File: config.mk
export PLATFORM = sky130hd
export DESIGN_NAME = dls_mul
export DESIGN_NICKNAME = d
export VERILOG_FILES = /design/src/dls_pkg.sv /design/src/dls_mul.sv
export SDC_FILE = /design/constraint.sdc
export NUM_CORES = 2
export LEC_CHECK = 0
export ABC_CLOCK_PERIOD_IN_PS = 11100
export BUFFER_PORTS_ARGS = -buffer_cell sky130_fd_sc_hd__buf_2
export CAP_MARGIN = 10
export CORE_ASPECT_RATIO = 0.9
export CORE_MARGIN = 10
export CORE_UTILIZATION = 55
export DETAILED_ROUTE_END_ITERATION = 7
export PLACE_DENSITY = 0.78
export SETUP_SLACK_MARGIN = 0.15
export SLEW_MARGIN = 0
export SYNTH_ARGS = -nofsm -noshare
export SYNTH_HDL_FRONTEND = slang
export SYNTH_SLANG_ARGS = --single-unit
File: constraint.sdc
create_clock -name clk -period 11.1 [get_ports clk]
set_input_delay 0 -clock clk [delete_from_list [all_inputs] [get_ports clk]]
set_output_delay 0 -clock clk [all_outputs]
set_load 0.02 [all_outputs]
File: src/dls_pkg.sv
package dls_pkg;

  // Layer sizes.
  localparam int IN_MAX        = 64;
  localparam int OUT_MAX       = 16;
  localparam int SIG_ROM_DEPTH = 4096;

  // Derived sizes.
  localparam int W_DEPTH  = IN_MAX * OUT_MAX;
  localparam int W_AW     = $clog2(W_DEPTH);
  localparam int SIG_AW   = $clog2(SIG_ROM_DEPTH);
  localparam int SIG_HALF = SIG_ROM_DEPTH / 2;
  localparam int OUT_IW   = (OUT_MAX > 1) ? $clog2(OUT_MAX) : 1;
  localparam int POS_W    = $clog2(IN_MAX + 1);

  // Field and datapath widths.
  localparam int CFG_W = 5;
  localparam int VAL_W = 16;
  localparam int ACC_W = 40;
  localparam int MUL_W = 33;
  localparam int PRD_W = 2 * MUL_W;

  // Table build divider: 16-bit quotient, 43-bit divisor, 58-bit dividend.
  localparam int QW      = 16;
  localparam int DIV_DW  = 43;
  localparam int DIV_NW  = DIV_DW + QW - 1;
  localparam int DCNT_W  = $clog2(QW + 1);

  // Operation codes of an input item.
  localparam logic OP_WEIGHT = 1'b0;
  localparam logic OP_ACT    = 1'b1;

  // exp(-1/256) in Q2.62 from a truncated Taylor series.
  localparam logic [63:0] Q62_ONE = 64'h4000_0000_0000_0000;
  localparam logic [63:0] TAY_T1  = Q62_ONE / 64'd256;
  localparam logic [63:0] TAY_T2  = TAY_T1 / 64'd512;
  localparam logic [63:0] TAY_T3  = TAY_T2 / 64'd768;
  localparam logic [63:0] TAY_T4  = TAY_T3 / 64'd1024;
  localparam logic [63:0] TAY_T5  = TAY_T4 / 64'd1280;
  localparam logic [63:0] TAY_T6  = TAY_T5 / 64'd1536;
  localparam logic [63:0] TAY_T7  = TAY_T6 / 64'd1792;
  localparam logic [63:0] TAY_T8  = TAY_T7 / 64'd2048;
  localparam logic [63:0] TAY_T9  = TAY_T8 / 64'd2304;
  localparam logic [63:0] TAY_T10 = TAY_T9 / 64'd2560;
  localparam logic [63:0] TAY_T11 = TAY_T10 / 64'd2816;
  localparam logic [63:0] TAY_T12 = TAY_T11 / 64'd3072;
  localparam logic [63:0] TAY_T13 = TAY_T12 / 64'd3328;
  localparam logic [63:0] TAY_T14 = TAY_T13 / 64'd3584;
  localparam logic [63:0] TAY_T15 = TAY_T14 / 64'd3840;
  localparam logic [63:0] EXP_STEP = Q62_ONE - TAY_T1 + TAY_T2 - TAY_T3 + TAY_T4
                                     - TAY_T5 + TAY_T6 - TAY_T7 + TAY_T8 - TAY_T9
                                     + TAY_T10 - TAY_T11 + TAY_T12 - TAY_T13
                                     + TAY_T14 - TAY_T15;

  typedef struct packed {
    logic               operation;
    logic [5:0]         weight_row;
    logic [3:0]         weight_column;
    logic signed [15:0] value;
    logic               last;
  } in_item_t;

  typedef struct packed {
    logic [3:0]  neuron;
    logic [15:0] activation;
    logic        final_res;
  } out_item_t;

  typedef struct packed {
    logic              start;
    logic [DIV_NW-1:0] num;
    logic [DIV_DW-1:0] den;
  } div_req_t;

  typedef struct packed {
    logic          done;
    logic [QW-1:0] quot;
  } div_rsp_t;

  typedef enum logic [8:0] {
    ST_IDLE   = 9'b000000001,
    ST_MAC    = 9'b000000010,
    ST_OUT_RD = 9'b000000100,
    ST_OUT_LD = 9'b000001000,
    ST_B_POS  = 9'b000010000,
    ST_B_PWT  = 9'b000100000,
    ST_B_NEG  = 9'b001000000,
    ST_B_NWT  = 9'b010000000,
    ST_B_MUL  = 9'b100000000
  } state_t;

endpackage

File: src/dls_mul.sv
module dls_mul (
  input  logic                                clk,
  input  logic signed [dls_pkg::MUL_W-1:0]    a,
  input  logic signed [dls_pkg::MUL_W-1:0]    b,
  output logic signed [dls_pkg::PRD_W-1:0]    p
);

  // Shared signed multiplier with a registered product.
  always_ff @(posedge clk) begin
    p <= a * b;
  end

endmodule

==> results.md <==
- Outcome: finished clean
- Max_slew headroom: 20.8%
- First-pass GRT wire length: about 180 mm
- Final Max Slew Viols: 0
- Post-synthesis sequential area ratio: 3.24%
- Setup Buffers After CTS: 0
- Die Wd: 307 µm
- Post-Syn Instances: 4338
- Placer Congestion: 0.963
- Tightest Pin Transition: between 1000 and 1500 ps
- Initial antenna violation count: 16
- Total negative slack: 0 ps
- WP data required: 11390 ps
- Detailed placer's ending HPWL: 86.8 mm
- FFs w/ async S/R, synth: 0%
- Biggest register: p
- # resized after CTS: 0
- Number of global-route vias before repair: 32000
- Synth cell types: 80
- Die Area: 0.0854 mm²
- Post-Syn Area: approximately 0.04 mm²
- WS Path Type: primary input to flip-flop
- Initial Utilization: between 50 and 60%
- DRT antenna net count: 0
- Bufs on Longest Clock Path: 2
- Syn_area_per_cell: 9.39 µm²
- Crit path buffers/inverters: 4
- Max-cap violations: 0
- Per-cell routed wire length: 20.8 µm
- Worst-path fanout max: 33
- CP cell instances: buf_2, nand2_1, inv_1, fa_1, fa_1, fa_1, fa_1, fa_1, fa_1, fa_1, inv_1, fa_1, inv_1, ha_1, nand3_1, nor2_1, nand2_1, nor3_1, o311ai_4, nand3_2, a211oi_1, a311oi_1
- Post-Route WL: 109 mm
- Drt first-iter violations: 2155
- Synth Register Bits: 66
- Slowest cell on crit path: fa_1
- CTS sink count: between 60 and 70
- Core area: between 0.07 and 0.08 mm²
- Vias per cell: 5.51
- NumNets Final: ~5700
- Via count: between 20000 and 30000
- Final period utilization: between 70 and 80%
- H-tree depth: 3
- Routed wl met2: 49.0 mm
- Worst setup EP type: flip-flop
- M1 wire length: about 44 mm
- Root buffer cell: clkbuf_16
- Synthesis warning total: 0
- Fin util: 57.5%
- Syn_nets: 5767
- Final hold vios: 0
- Crit start category: primary input
- Wire length on met3: 13.2 mm
- Max Clk Rate: between 100 and 150 MHz
- Worst path most repeated cell: fa_1
- Chip height: 278 µm
- Biggest area consumer among synthesized cells: fa_1
- Clock transition at the registers of the reported paths: 70 ps
- Port Buffers: around 130
- Pre-antenna DRT Iters: 5
- Worst path max stage delay: 920 ps
- Largest net degree at the start of global routing: 34
- Total CTS buffers: 9
- IO Count: 133
- Fraction of layout instances using a drive strength above 1: 4.61%
- Final setup fails: 0
- Crit path DAT: 8370 ps
- Minimum clock period: 8080 ps
- Synth top area share: 56.3%
- Hold Buf Count CTS: 0
- Area delta synth->final: 3.50%
- Critical path's top delay family: adder cells
- Top flop regs: p x66
- Ys flop type: dfxtp_1
- Post-route DRC: 0
- Synth top area cells: fa_1 (56%), inv_1 (10%), and2_1 (8.6%)
- Hold slack: 217 ps
- Largest register FFs: 66
- RSZ-0062 raised after global routing: no
- Overflow after GRT: 0
- Cell row count: 94
- Max layer used: met5
- CTS tree: done
- Gr usage total: around 27%
- Number of enable flip-flop cells after synthesis: 0
- HP Class: primary input to flip-flop
final timing paths:
path,slack [ps],start,end,depth (start not counted)
setup / recovery,3020,a[32],p[64]$_DFF_P_,22
hold / removal,220,b[0],p[0]$_DFF_P_,2
layer usage:
layer	global-route usage, %	vias up
li1	-	12200
met1	36.9	15000
met2	40.8	1460
met3	9.12	195
met4	6.90	20
met5	0	-
per-stage QoR:
| step | worst slack [ps] | std cells | instance area, µm² |
|---|---|---|---|
| after floorplan | 3860 | 4338 | 40700 |
| after CTS | 3030 | 5237 | 42100 |
| after global placement | 2620 | 5221 | 41800 |
| final | 3020 | 5243 | 42200 |
| after global routing | 2650 | 5241 | 42200 |
| after detailed placement | 2680 | 5221 | 41800 |
layout by cell type (no fill, tap or decap), types with 43 or more instances in the layout:
cell     count
fa_1      1145
inv_1     1131
and2_1     562
nand2_1    551
ha_1       217
buf_2      132
nor2_1      68
dfxtp_1     66
a21oi_1     57
xnor2_1     43
layout make-up:
type,count,area (µm²)
diodes,6,15.0
clock buffers,9,225
clock inverters,7,82.6
fillers,6231,31100
inverters,1131,4250
multi-input cells,2920,34300
flip-flops and latches,66,1320
well taps,960,1200
repair buffers,144,751
cells in the mapped netlist (3+ instances only):
cell / number
a211oi_1: 7
a211oi_2: 3
fa_1: 1145
o21a_1: 6
a21oi_1: 57
nand2_1: 551
o21bai_1: 11
a21oi_2: 3
dfxtp_1: 66
o21ai_1: 6
o211ai_1: 4
xnor2_1: 43
nand3_1: 25
a31oi_1: 8
or3_1: 3
ha_1: 217
nand4_1: 11
nand2b_1: 12
a21o_1: 36
o21ai_0: 25
and2_1: 562
a211o_1: 6
nor2b_1: 5
and3_1: 5
xor2_1: 25
or2_2: 3
nor3_1: 7
clkbuf_1: 208
inv_1: 1131
and4_1: 5
nor2_1: 68
o31ai_4: 3
buf_2: 11
kinds of logic (layout without fill, tap and decap cells):
family                     count (synthesis)  in the layout  synth area share, %
AOI/OAI and AO/OA                        219            219                 4.07
xor gates and xnor gates                  68             68                 1.46
adders and majority gates               1362           1362                 62.9
buffers and inverters                   1352           1291                 12.5
DFF                                       66             66                 3.24
other                                      0              6                    0
and+or+nand+nor                         1271           1271                 15.8
Power is left out: the tool's default activity adds up to more than one toggle a clock period on the data nets, which glitch-free logic cannot reach.
