`config.mk`:
```
export PLATFORM = sky130hd
export DESIGN_NAME = dls_div
export DESIGN_NICKNAME = d
export VERILOG_FILES = /design/src/dls_pkg.sv /design/src/dls_div.sv
export SDC_FILE = /design/constraint.sdc
export NUM_CORES = 1
export LEC_CHECK = 0
export ABC_AREA = 1
export BUFFER_PORTS_ARGS = -buffer_cell sky130_fd_sc_hd__buf_2
export CAP_MARGIN = 20
export CORE_ASPECT_RATIO = 0.8
export CORE_MARGIN = 8
export CORE_UTILIZATION = 45
export CTS_BUF_LIST = sky130_fd_sc_hd__clkbuf_4
export CTS_CLUSTER_DIAMETER = 30
export DETAILED_ROUTE_END_ITERATION = 8
export SYNTH_ARGS = -nofsm -noshare
export SYNTH_HDL_FRONTEND = slang
export SYNTH_SLANG_ARGS = --single-unit
```
`constraint.sdc`:
```
create_clock -name clk -period 4.4 [get_ports clk]
set_clock_uncertainty 0.15 [all_clocks]
set_input_delay 0.88 -clock clk [delete_from_list [all_inputs] [get_ports clk]]
set_output_delay 0.88 -clock clk [all_outputs]
set_load 0.01 [all_outputs]
```
`src/dls_pkg.sv`:
```
package dls_pkg;

  // Layer sizes.
  localparam int IN_MAX        = 64;
  localparam int OUT_MAX       = 16;
  localparam int SIG_ROM_DEPTH = 4096;

  // Derived sizes.
  localparam int W_DEPTH  = IN_MAX * OUT_MAX;
  localparam int W_AW     = $clog2(W_DEPTH);
  localparam int SIG_AW   = $clog2(SIG_ROM_DEPTH);
  localparam int SIG_HALF = SIG_ROM_DEPTH / 2;
  localparam int OUT_IW   = (OUT_MAX > 1) ? $clog2(OUT_MAX) : 1;
  localparam int POS_W    = $clog2(IN_MAX + 1);

  // Field and datapath widths.
  localparam int CFG_W = 5;
  localparam int VAL_W = 16;
  localparam int ACC_W = 40;
  localparam int MUL_W = 33;
  localparam int PRD_W = 2 * MUL_W;

  // Table build divider: 16-bit quotient, 43-bit divisor, 58-bit dividend.
  localparam int QW      = 16;
  localparam int DIV_DW  = 43;
  localparam int DIV_NW  = DIV_DW + QW - 1;
  localparam int DCNT_W  = $clog2(QW + 1);

  // Operation codes of an input item.
  localparam logic OP_WEIGHT = 1'b0;
  localparam logic OP_ACT    = 1'b1;

  // exp(-1/256) in Q2.62 from a truncated Taylor series.
  localparam logic [63:0] Q62_ONE = 64'h4000_0000_0000_0000;
  localparam logic [63:0] TAY_T1  = Q62_ONE / 64'd256;
  localparam logic [63:0] TAY_T2  = TAY_T1 / 64'd512;
  localparam logic [63:0] TAY_T3  = TAY_T2 / 64'd768;
  localparam logic [63:0] TAY_T4  = TAY_T3 / 64'd1024;
  localparam logic [63:0] TAY_T5  = TAY_T4 / 64'd1280;
  localparam logic [63:0] TAY_T6  = TAY_T5 / 64'd1536;
  localparam logic [63:0] TAY_T7  = TAY_T6 / 64'd1792;
  localparam logic [63:0] TAY_T8  = TAY_T7 / 64'd2048;
  localparam logic [63:0] TAY_T9  = TAY_T8 / 64'd2304;
  localparam logic [63:0] TAY_T10 = TAY_T9 / 64'd2560;
  localparam logic [63:0] TAY_T11 = TAY_T10 / 64'd2816;
  localparam logic [63:0] TAY_T12 = TAY_T11 / 64'd3072;
  localparam logic [63:0] TAY_T13 = TAY_T12 / 64'd3328;
  localparam logic [63:0] TAY_T14 = TAY_T13 / 64'd3584;
  localparam logic [63:0] TAY_T15 = TAY_T14 / 64'd3840;
  localparam logic [63:0] EXP_STEP = Q62_ONE - TAY_T1 + TAY_T2 - TAY_T3 + TAY_T4
                                     - TAY_T5 + TAY_T6 - TAY_T7 + TAY_T8 - TAY_T9
                                     + TAY_T10 - TAY_T11 + TAY_T12 - TAY_T13
                                     + TAY_T14 - TAY_T15;

  typedef struct packed {
    logic               operation;
    logic [5:0]         weight_row;
    logic [3:0]         weight_column;
    logic signed [15:0] value;
    logic               last;
  } in_item_t;

  typedef struct packed {
    logic [3:0]  neuron;
    logic [15:0] activation;
    logic        final_res;
  } out_item_t;

  typedef struct packed {
    logic              start;
    logic [DIV_NW-1:0] num;
    logic [DIV_DW-1:0] den;
  } div_req_t;

  typedef struct packed {
    logic          done;
    logic [QW-1:0] quot;
  } div_rsp_t;

  typedef enum logic [8:0] {
    ST_IDLE   = 9'b000000001,
    ST_MAC    = 9'b000000010,
    ST_OUT_RD = 9'b000000100,
    ST_OUT_LD = 9'b000001000,
    ST_B_POS  = 9'b000010000,
    ST_B_PWT  = 9'b000100000,
    ST_B_NEG  = 9'b001000000,
    ST_B_NWT  = 9'b010000000,
    ST_B_MUL  = 9'b100000000
  } state_t;

endpackage

```
`src/dls_div.sv`:
```
module dls_div (
  input  logic              clk,
  input  logic              rst_n,
  input  dls_pkg::div_req_t req,
  output dls_pkg::div_rsp_t rsp
);

  logic                        busy_r;
  logic                        done_r;
  logic [dls_pkg::DCNT_W-1:0]  cnt_r;
  logic [dls_pkg::DIV_NW-1:0]  rem_r;
  logic [dls_pkg::DIV_NW-1:0]  ds_r;
  logic [dls_pkg::QW-1:0]      q_r;
  logic                        ge;

  assign ge = (rem_r >= ds_r);

  // Control: one quotient bit per cycle, a done pulse after the last one.
  always_ff @(posedge clk) begin
    if (!rst_n) begin
      busy_r <= 1'b0;
      done_r <= 1'b0;
      cnt_r  <= '0;
    end else begin
      if (req.start) begin
        busy_r <= 1'b1;
        done_r <= 1'b0;
        cnt_r  <= dls_pkg::DCNT_W'(dls_pkg::QW);
      end else if (busy_r) begin
        cnt_r  <= cnt_r - 1'b1;
        done_r <= (cnt_r == dls_pkg::DCNT_W'(1));
        if (cnt_r == dls_pkg::DCNT_W'(1)) begin
          busy_r <= 1'b0;
        end
      end else begin
        done_r <= 1'b0;
      end
    end
  end

  // Restoring division: the divisor starts at its top position and walks down.
  always_ff @(posedge clk) begin
    if (req.start) begin
      rem_r <= req.num;
      ds_r  <= {req.den, {(dls_pkg::QW - 1){1'b0}}};
    end else if (busy_r) begin
      if (ge) begin
        rem_r <= rem_r - ds_r;
      end
      q_r  <= {q_r[dls_pkg::QW-2:0], ge};
      ds_r <= ds_r >> 1;
    end
  end

  assign rsp.done = done_r;
  assign rsp.quot = q_r;

endmodule

```
==> out/summary.txt <==
Post-CTS clock slew at the launch and capture registers of the worst setup and hold paths = 0.16 ns
Detailed-placement wirelength estimate = 27.1 mm
Run status = finished, final reports clean
Share of the synthesized area in compound gates (AO/OA/AOI/OAI) = 0.0698
Fraction of synthesized area in multiplexers = 0
H-tree depth = 4
Filler-free cell count of the finished design = 2110
Largest buffer count on any clock path = 2
Overall die area = 29700 um2
Die Span Y = 156 um
DRC violations left = 0
Setup-violating endpoint count in the final report = 0
Average cell area after synthesis = 6.63 um2
Source-to-sink clock delay at the later pin of the worst-skew pair = 0.58 ns
Proportion of netlist area held by the largest area contributor = 0.320
Dominant cells by area after synthesis = sky130_fd_sc_hd__edfxtp_1 (32%), sky130_fd_sc_hd__nand2_1 (22%), sky130_fd_sc_hd__inv_1 (12%)
Layout fillers = 2509
Peak supply drop = 201 uV
TritonCTS clock tree = built
Antenna violations before repair = 1
Buffers on Ports = 120
Post-route core utilization = 0.507
# hold bufs at CTS = 0
RD Place Congestion = 0.965
Total iterations of the first detailed-routing run = 5
Required time of the worst setup path = 4.45 ns
CTS sink cnt = 139
Proportion of synthesized chip area in sequential cells = 0.360
Leakage = 0.00658 uW
Clock buffer count from CTS = 17
GRT Resource Usage Total = 0.231
Buffers inserted during post-CTS setup optimization = 0
Endpoint kind of the worst setup timing path = flop
Maximum clock rate = 312 MHz
Main combinational cell family by area after synthesis = simple AND/OR/NAND/NOR gates
Transition time at the pin with the least slew margin = 0.899 ns
Root buf cell = sky130_fd_sc_hd__clkbuf_4
Number of synthesized register bits = 139
Final worst path period need = 3.20 ns
Cell area power density = 442 nW/um2
Final worst-path setup slack = 1.20 ns
Number of synthesis warnings = 0
Via count = 10200
Post-synthesis adder-cell area fraction = 0.0702
Count of final hold-check violations = 0
Post-Route Hold Slack = 0.315 ns
Layout overhead on the synthesized area = 11.7%
Share of synthesized cell area in and, or, nand and nor gates = 0.354
Sort of element at the start of the critical path = flop
Wire length of the first global-routing pass = 53.4 mm
Data arrival time of the worst path = 3.25 ns
Vias per cell = 4.85
Final antenna-violating net count = 0
Share of the clock period used by the worst path after layout = 0.727
Final WL = 33.9 mm
Number of gates given a new drive strength after cts = 0
Worst max-slew margin expressed relative to the limit = 0.401
Max-Cap Viols = 0
Pin count of the biggest net entering global routing = 84
Final Max Slew Viols = 0
Post-Syn Area = 11000 um2
Initial detailed-routing violation count = 850
Xor/xnor cell area share of the yosys netlist = 0.0159
Core outline area = 24200 um2
Post-Place Cells = 2077
Post-Synthesis Net Count = 1822
Highest fanout seen on the critical path = 58
Horiz. Die Dim = 191 um
Setup repair after global routing missed its margin = no
Via count of the first global-routing pass = 9751
Proportion of layout cells with a drive suffix above 1 = 0.132
Effective utilization at floorplan = 0.454
Post-synthesis instance total = 1657
Setup slack after placement = 1.21 ns
Setup total negative slack = 0 ns
Kind of path behind the tightest hold check = reg2reg
I/O pin cnt = 121
Total global routing overflow = 0
Row count = 51
Critical setup path kind = reg2reg
DR WL/cell = 16.1 um
Number of nets at the end of the flow = 1943
Post-synth top area cell = sky130_fd_sc_hd__edfxtp_1
Cell variety after synth = 43
[Yosys cell counts, drive strengths merged]
master / instances
a211oi: 1
a21oi: 50
a31oi: 1
and2: 2
and3: 3
buf: 5
clkbuf: 21
clkinv: 3
dfxtp: 22
edfxtp: 117
fa: 1
ha: 60
inv: 350
nand2: 660
nand3: 75
nand3b: 9
nand4: 11
nor2: 132
nor3: 14
nor4: 2
o211ai: 3
o21ai: 71
o21bai: 3
o22ai: 14
o31ai: 1
or2: 6
xnor2: 19
xor2: 1
[power by group]
| part | total [uW] | internal (uW) | switching (uW) | leakage [uW] |
|---|---|---|---|---|
| Sequential | 1720 | 1660 | 54.0 | 0.00136 |
| Clock | 966 | 363 | 602 | 0.000166 |
| Combinational | 2740 | 877 | 1860 | 0.00505 |
| Total | 5420 | 2900 | 2520 | 0.00658 |
[cell usage in the layout, fill, tap and decap left out, types with 7 or more instances in the layout]
master                     synthesis  routed
sky130_fd_sc_hd__buf_4             1       8
sky130_fd_sc_hd__nor2_1          114     114
sky130_fd_sc_hd__xnor2_1          19      19
sky130_fd_sc_hd__nand2_1         639     637
sky130_fd_sc_hd__o21ai_0          61      61
sky130_fd_sc_hd__inv_1           344     344
sky130_fd_sc_hd__a21oi_1          48      48
sky130_fd_sc_hd__o22ai_1          14      14
sky130_fd_sc_hd__o21ai_1          10      10
sky130_fd_sc_hd__ha_1             60      60
sky130_fd_sc_hd__nor2_2           15      15
sky130_fd_sc_hd__edfxtp_1        117     117
sky130_fd_sc_hd__buf_2             4     119
sky130_fd_sc_hd__nand3_2           7       7
sky130_fd_sc_hd__dfxtp_1          22      22
sky130_fd_sc_hd__nand4_1          11      11
sky130_fd_sc_hd__clkbuf_4          0      17
sky130_fd_sc_hd__nand2_2          20      22
sky130_fd_sc_hd__nand3_1          68      68
[per-stage QoR]
step           power, uW  cell area, um2
3_5_place_dp        4440           12000
6_report            5420           12300
2_1_floorplan       3660           11000
4_1_cts             5420           12300
5_1_grt             5850           12300
3_3_place_gp        4420           12000
[cell type report]
class	count	area, um2	area share
multi-input combinational	1139	5600	0.457
sequential	139	3950	0.322
inverter	353	1330	0.108
timing repair buffer	128	676	0.0551
tap	318	398	0.0324
clock inverter	15	179	0.0146
clock buffer	17	128	0.0104
antenna	1	2.50	0.000204
[cells by family after synthesis]
group,after synthesis
flops,139
fa+ha+maj,61
simple gates,914
compound gates,144
xor+xnor,20
buf+inv,379
[critical path, cell delays in order, from the launching register on]
cell	delay, ns
sky130_fd_sc_hd__edfxtp_1	0.40
sky130_fd_sc_hd__ha_1	0.38
sky130_fd_sc_hd__nand2_1	0.17
sky130_fd_sc_hd__nor2_2	0.19
sky130_fd_sc_hd__inv_2	0.06
sky130_fd_sc_hd__nor2_2	0.16
sky130_fd_sc_hd__nand2_1	0.11
sky130_fd_sc_hd__nor3_2	0.14
sky130_fd_sc_hd__nand4_1	0.12
sky130_fd_sc_hd__nand3_2	0.11
sky130_fd_sc_hd__nand2_1	0.06
sky130_fd_sc_hd__nand2_2	0.05
sky130_fd_sc_hd__buf_4	0.71
[per-layer routing]
| layer | track usage | part of all wire | wire (um) | up-vias |
|---|---|---|---|---|
| met1 | 0.346 | 0.52 | 17500 | 4555 |
| met2 | 0.331 | 0.40 | 13500 | 307 |
| met3 | 0.0492 | 0.070 | 2380 | 30 |
| met4 | 0.0572 | 0.016 | 540 | 0 |
| li1 | - | - | - | 5350 |
| met5 | 0 | 0 | 0 | - |
[state kept, by name, summed over array words and instances, names as in the netlist]
name and count:
cnt_r 5, rem_r 58, q_r 16, busy_r 1, done_r 1, ds_r 58
[final timing paths]
kind | from | to | slack (ns) | depth (start not counted)
hold reg to reg | q_r[7] | q_r[8] | 0.32 | 0
hold / removal | q_r[7] | q_r[8] | 0.32 | 0
setup / recovery | rem_r[39] | rem_r[1] | 1.20 | 12
setup reg to reg | rem_r[39] | rem_r[1] | 1.20 | 12
(Power assumes the default switching activity.)
